[src/rtl/core/tccs_pkg.sv]
// Shared types and constants for the text console cursor and scroll engine.
// No dependencies; tccs_seq, tccs_outq and the top level import this package.
`timescale 1ns / 1ps

package tccs_pkg;

  localparam int TCCS_COLUMNS = 80;
  localparam int TCCS_ROWS    = 25;

  localparam logic [1:0] REQ_PUT   = 2'd0;
  localparam logic [1:0] REQ_CLEAR = 2'd1;
  localparam logic [1:0] REQ_READ  = 2'd2;

  localparam logic [7:0] NEWLINE_CODE = 8'd10;
  localparam logic [7:0] SPACE_CODE   = 8'd32;

  typedef struct packed {
    logic [15:0] cell_value;
    logic [6:0]  cursor_col;
    logic [4:0]  cursor_row;
    logic        scrolled;
  } res_t;

endpackage

[src/rtl/core/tccs_if.sv]


interface tccs_out_if;
  logic        valid;
  logic        ready;
  logic [15:0] cell_value;
  logic [6:0]  cursor_col;
  logic [4:0]  cursor_row;
  logic        scrolled;

  modport source (output valid, cell_value, cursor_col, cursor_row, scrolled, input ready);
  modport sink   (input valid, cell_value, cursor_col, cursor_row, scrolled, output ready);
endinterface


[src/rtl/core/tccs_outq.sv]
// Two-word result queue: output register plus skid word toward the result channel.
// Depends on tccs_pkg and tccs_if.
`timescale 1ns / 1ps

module tccs_outq import tccs_pkg::*; (
  input  logic        clk,
  input  logic        rst_n,
  input  logic        push,
  input  res_t        res,
  output logic        room,
  tccs_out_if.source  out_ch
);

  res_t head_r, skid_r;
  logic head_v_r, skid_v_r;
  logic pop;

  assign pop = head_v_r && out_ch.ready;

  always_ff @(posedge clk) begin
    if (!rst_n) begin
      head_v_r <= 1'b0;
      skid_v_r <= 1'b0;
    end else if (skid_v_r) begin
      if (pop) begin
        head_r   <= skid_r;
        skid_v_r <= push;
        if (push) begin
          skid_r <= res;
        end
      end
    end else if (push) begin
      if (head_v_r && !pop) begin
        skid_r   <= res;
        skid_v_r <= 1'b1;
      end else begin
        head_r   <= res;
        head_v_r <= 1'b1;
      end
    end else if (pop) begin
      head_v_r <= 1'b0;
    end
  end

  assign room              = !skid_v_r;
  assign out_ch.valid      = head_v_r;
  assign out_ch.cell_value = head_r.cell_value;
  assign out_ch.cursor_col = head_r.cursor_col;
  assign out_ch.cursor_row = head_r.cursor_row;
  assign out_ch.scrolled   = head_r.scrolled;

endmodule

[src/flat_wrapper.sv]
// flat-port wrapper written by rule: the top's interface ports become plain ports
module tccs_outq_flat import tccs_pkg::*;
  (clk, rst_n, push, res, room, out_ch_valid, out_ch_cell_value, out_ch_cursor_col, out_ch_cursor_row, out_ch_scrolled, out_ch_ready);
  tccs_out_if out_ch_i ();
  input  logic clk;
  input  logic rst_n;
  input  logic push;
  input  res_t res;
  output logic room;
  output wire logic [$bits(out_ch_i.valid)-1:0] out_ch_valid;
  output wire logic [$bits(out_ch_i.cell_value)-1:0] out_ch_cell_value;
  output wire logic [$bits(out_ch_i.cursor_col)-1:0] out_ch_cursor_col;
  output wire logic [$bits(out_ch_i.cursor_row)-1:0] out_ch_cursor_row;
  output wire logic [$bits(out_ch_i.scrolled)-1:0] out_ch_scrolled;
  input wire logic [$bits(out_ch_i.ready)-1:0] out_ch_ready;
  assign out_ch_valid = out_ch_i.valid;
  assign out_ch_cell_value = out_ch_i.cell_value;
  assign out_ch_cursor_col = out_ch_i.cursor_col;
  assign out_ch_cursor_row = out_ch_i.cursor_row;
  assign out_ch_scrolled = out_ch_i.scrolled;
  assign out_ch_i.ready = out_ch_ready;
  tccs_outq u_core (.clk(clk), .rst_n(rst_n), .push(push), .res(res), .room(room), .out_ch(out_ch_i));
endmodule
[config.mk]
export PLATFORM = sky130hd
export DESIGN_NAME = tccs_outq_flat
export DESIGN_NICKNAME = d
export VERILOG_FILES = /design/src/rtl/core/tccs_pkg.sv /design/src/rtl/core/tccs_if.sv /design/src/rtl/core/tccs_outq.sv /design/src/flat_wrapper.sv
export SDC_FILE = /design/constraint.sdc
export NUM_CORES = 1
export LEC_CHECK = 0
export BUFFER_PORTS_ARGS = -buffer_cell sky130_fd_sc_hd__buf_4
export CAP_MARGIN = 25
export CORE_MARGIN = 3
export CORE_UTILIZATION = 46
export DETAILED_ROUTE_END_ITERATION = 12
export PLACE_DENSITY = 0.77
export REMOVE_ABC_BUFFERS = 1
export SYNTH_ARGS = -nofsm -noshare
export SYNTH_HDL_FRONTEND = slang
export SYNTH_SLANG_ARGS = --single-unit
[constraint.sdc]
create_clock -name clk -period 4.8 [get_ports clk]
set_clock_uncertainty 0.15 [all_clocks]
set_input_delay 0.96 -clock clk [delete_from_list [all_inputs] [get_ports clk]]
set_output_delay 0.96 -clock clk [all_outputs]
set_load 0.02 [all_outputs]
==> impl_metrics.py <==
metrics = {
    "placed_design": {
        "placedCellCount": 235,
        "pre_cts_ws_ns": 2.174,
        "gp_congestion": 0.7027,
        "hpwlAfterDp_mm": 2.606,
        "portBuffers": 63,
    },
    "logic_synthesis": {
        "synthCells": 108,
        "synthAdderAreaFrac": 0,
        "synth_xor_area_frac": 0.003715,
        "synth_top_family_by_area": "multiplexers",
        "synth_compound_area_frac": 0.01858,
        "ys_seq_area_frac": 0.7558,
        "netlist_area_sq_um": 2357,
        "synthMuxAreaShare": 0.1799,
        "synth.avg_cell_area_sq_um": 21.83,
        "synth_warnings": 0,
        "yosysTopAreaCellShare": 0.7389,
        "ys_seq_elements": 60,
        "yosys.area_share.simple": 0.006900,
        "ys_top_cells_by_area": "edfxtp_1, mux2_4, buf_12, dfxtp_1, mux2_2",
        "ys_types": 15,
        "synth_area_leader_cell": "edfxtp_1",
    },
    "finish": {
        "syn_to_final_growth_pct": 29.19,
        "final_util": 0.6281,
        "final_nets": 213,
        "antenna_cells": 0,
        "multi_input_area_sq_um": 509.2,
        "seq_area_sq_um": 1783,
        "fillers": 357,
        "stdcell_count": 252,
        "drive_above_1_share": 0.5784,
    },
    "floorplanning": {
        "die_h_um": 77.59,
        "num_rows": 25,
        "die_w_um": 77.59,
        "pin_count": 64,
        "dieArea_sq_um": 6019,
        "coreArea_sq_um": 4848,
        "start_util": 0.4862,
    },
    "worst_setup_path": {
        "arrival_ns": 1.32,
        "crit_chain": "inv_1 > buf_4",
        "crit_slowest_cell": "dfxtp_2",
        "path_delay_family": "flip-flops",
        "critPathMaxFanout": 17,
        "cp_num_cells": 2,
        "start_kind": "flip-flop",
        "cp_slowest_stage_delay_ns": 0.69,
        "reg2reg_depth": 2,
        "path_class": "flip-flop to primary output",
        "critPathBufInv": 2,
        "critical_path_required_ns": 3.69,
        "critPathCaptureType": "primary output",
    },
    "pwr": {
        "powerDensity_nw_per_um2": 357.2,
        "finalPower_uw": 1088,
        "p_comb_frac": 0.116,
        "ir_drop_mv": 0.1955,
        "p_sw_uw": 237.6,
        "power.leakage_uw": 0.001170,
        "seq_power_share": 0.563,
        "p_sw_frac": 0.2184,
        "internal-power_uw": 850.3,
        "p_clk_frac": 0.321,
    },
    "sta": {
        "setup_viol": 0,
        "maxSlewHeadroom": 0.3742,
        "fmax_ghz": 0.4123,
        "worst_pin_slew_ns": 0.9367,
        "layout_min_cycle_time_ns": 2.425,
        "finalHoldViolCount": 0,
        "drv_slew": 0,
        "fin_setup_tns_ns": 0,
        "rsz0062_at_grt": "false",
        "worst_slack_ns": 2.375,
        "min_period_over_period": 0.5053,
    },
    "worst_hold_path": {
        "min_path_cells": 2,
        "hold_path.class": "flip-flop to flip-flop",
    },
    "clock_network": {
        "htreeDepth": 3,
        "cts-resized-gates": 0,
        "numCtsBuffers": 9,
        "clkTransAtPathRegs_ns": 0.06,
        "cts_tree": "yes",
        "cts.sinks": 60,
        "insertion_delay_ns": 0.31,
        "root_buffer": "clkbuf_8",
        "cts_max_path_buffers": 2,
        "postCtsHoldBufs": 0,
        "cts_setup_buffers": 0,
    },
    "global_routing": {
        "grt-ovfl-total": 0,
        "track_usage": 0.1389,
        "grt_pass1_wl_mm": 6.272,
        "grt_pass1_vias": 1277,
        "antenna_found_initial": 0,
        "grt_max_degree": 36,
    },
    "drt": {
        "drt-total-wl_mm": 3.806,
        "antenna_left": 0,
        "vias_per_cell": 4.694,
        "drtPass1Iterations": 4,
        "route.vias.total": 1183,
        "route.detailed.drc": 0,
        "drtIter0Drc": 63,
        "wl_per_cell_um": 15.10,
    },
    "outcome": {
        "status": "completed",
    },
    "job": {
        "max_cap_violations": 0,
    },
}
[cells in the final DEF, fill, tap and decap left out, drive strengths merged]
cell    Yosys  routed
o21ai       3       3
mux2       29      29
o211ai      1       1
clkbuf      0      11
inv         3       3
edfxtp     58      58
xor2        1       1
clkinv      0       5
buf         4      65
dfxtp       2       2
nor3        1       1
nand2       3       3
a21oi       2       2
a21boi      1       1
[routing by layer]
metal	GRT usage	routed length, um	up-vias
met2	0.2089	1852	48
met3	0.04640	267	4
met1	0.1731	1645	565
met4	0.08541	41	0
met5	0	0	-
li1	-	-	566
[power groups by stage]
stage,Sequential [uW],Clock [uW],Combinational [uW]
global route,614,385,135
floorplan,644,0,47.7
global placement,627,0,117
finish,612,350,126
CTS,618,356,120
detailed placement,628,0,120
[metrics by stage]
step	hold slack, ns	cell area (sq um)
after floorplan	0.3734	2286
after global placement	0.3590	2868
after detailed placement	0.3801	2868
after CTS	0.3887	3018
after global routing	0.4115	3045
final	0.3894	3045
[tightest hold or removal path, cell delays in order (launching register included)]
cell and delay [ns]:
dfxtp_1 0.36, o21ai_2 0.06, a21boi_0 0.07
[cell type report]
class,instances,area share
inverter,3,0.003698
clock inverter,5,0.006163
sequential,60,0.5855
multi-input combinational,41,0.1672
timing repair buffer,65,0.1668
clock buffer,11,0.04314
tap,67,0.02753
[synthesized netlist by cell type]
cell and number:
a21boi_0 1, a21oi_1 2, buf_12 3, buf_6 1, dfxtp_1 2, edfxtp_1 58, inv_1 3, mux2_2 3
mux2_4 26, nand2_1 3, nor3_1 1, o211ai_1 1, o21ai_0 2, o21ai_2 1, xor2_1 1
[logic make-up (layout without fill, tap and decap cells)]
group	after synthesis	count (layout)
flops	60	60
mux	29	29
compound gates	7	7
buf+inv	7	84
simple gates	4	4
xor+xnor	1	1
[state kept, by name, summed over array words and instances, names as in the netlist]
name / flops
u_core.out_ch.cell_value: 16
u_core.out_ch.cursor_col: 7
u_core.out_ch.cursor_row: 5
u_core.out_ch.scrolled: 1
u_core.out_ch.valid: 1
u_core.skid_r: 29
u_core.skid_v_r: 1
[path summary, 6_finish.rpt]
check        slack, ns           startpoint                     endpoint
max               2.37      u_core.skid_v_r                         room
min               0.39  u_core.out_ch.valid          u_core.out_ch.valid
min reg2reg       0.39  u_core.out_ch.valid          u_core.out_ch.valid
max reg2reg       2.61      u_core.skid_v_r  u_core.out_ch.cursor_col[5]
(Power assumes the default switching activity.)
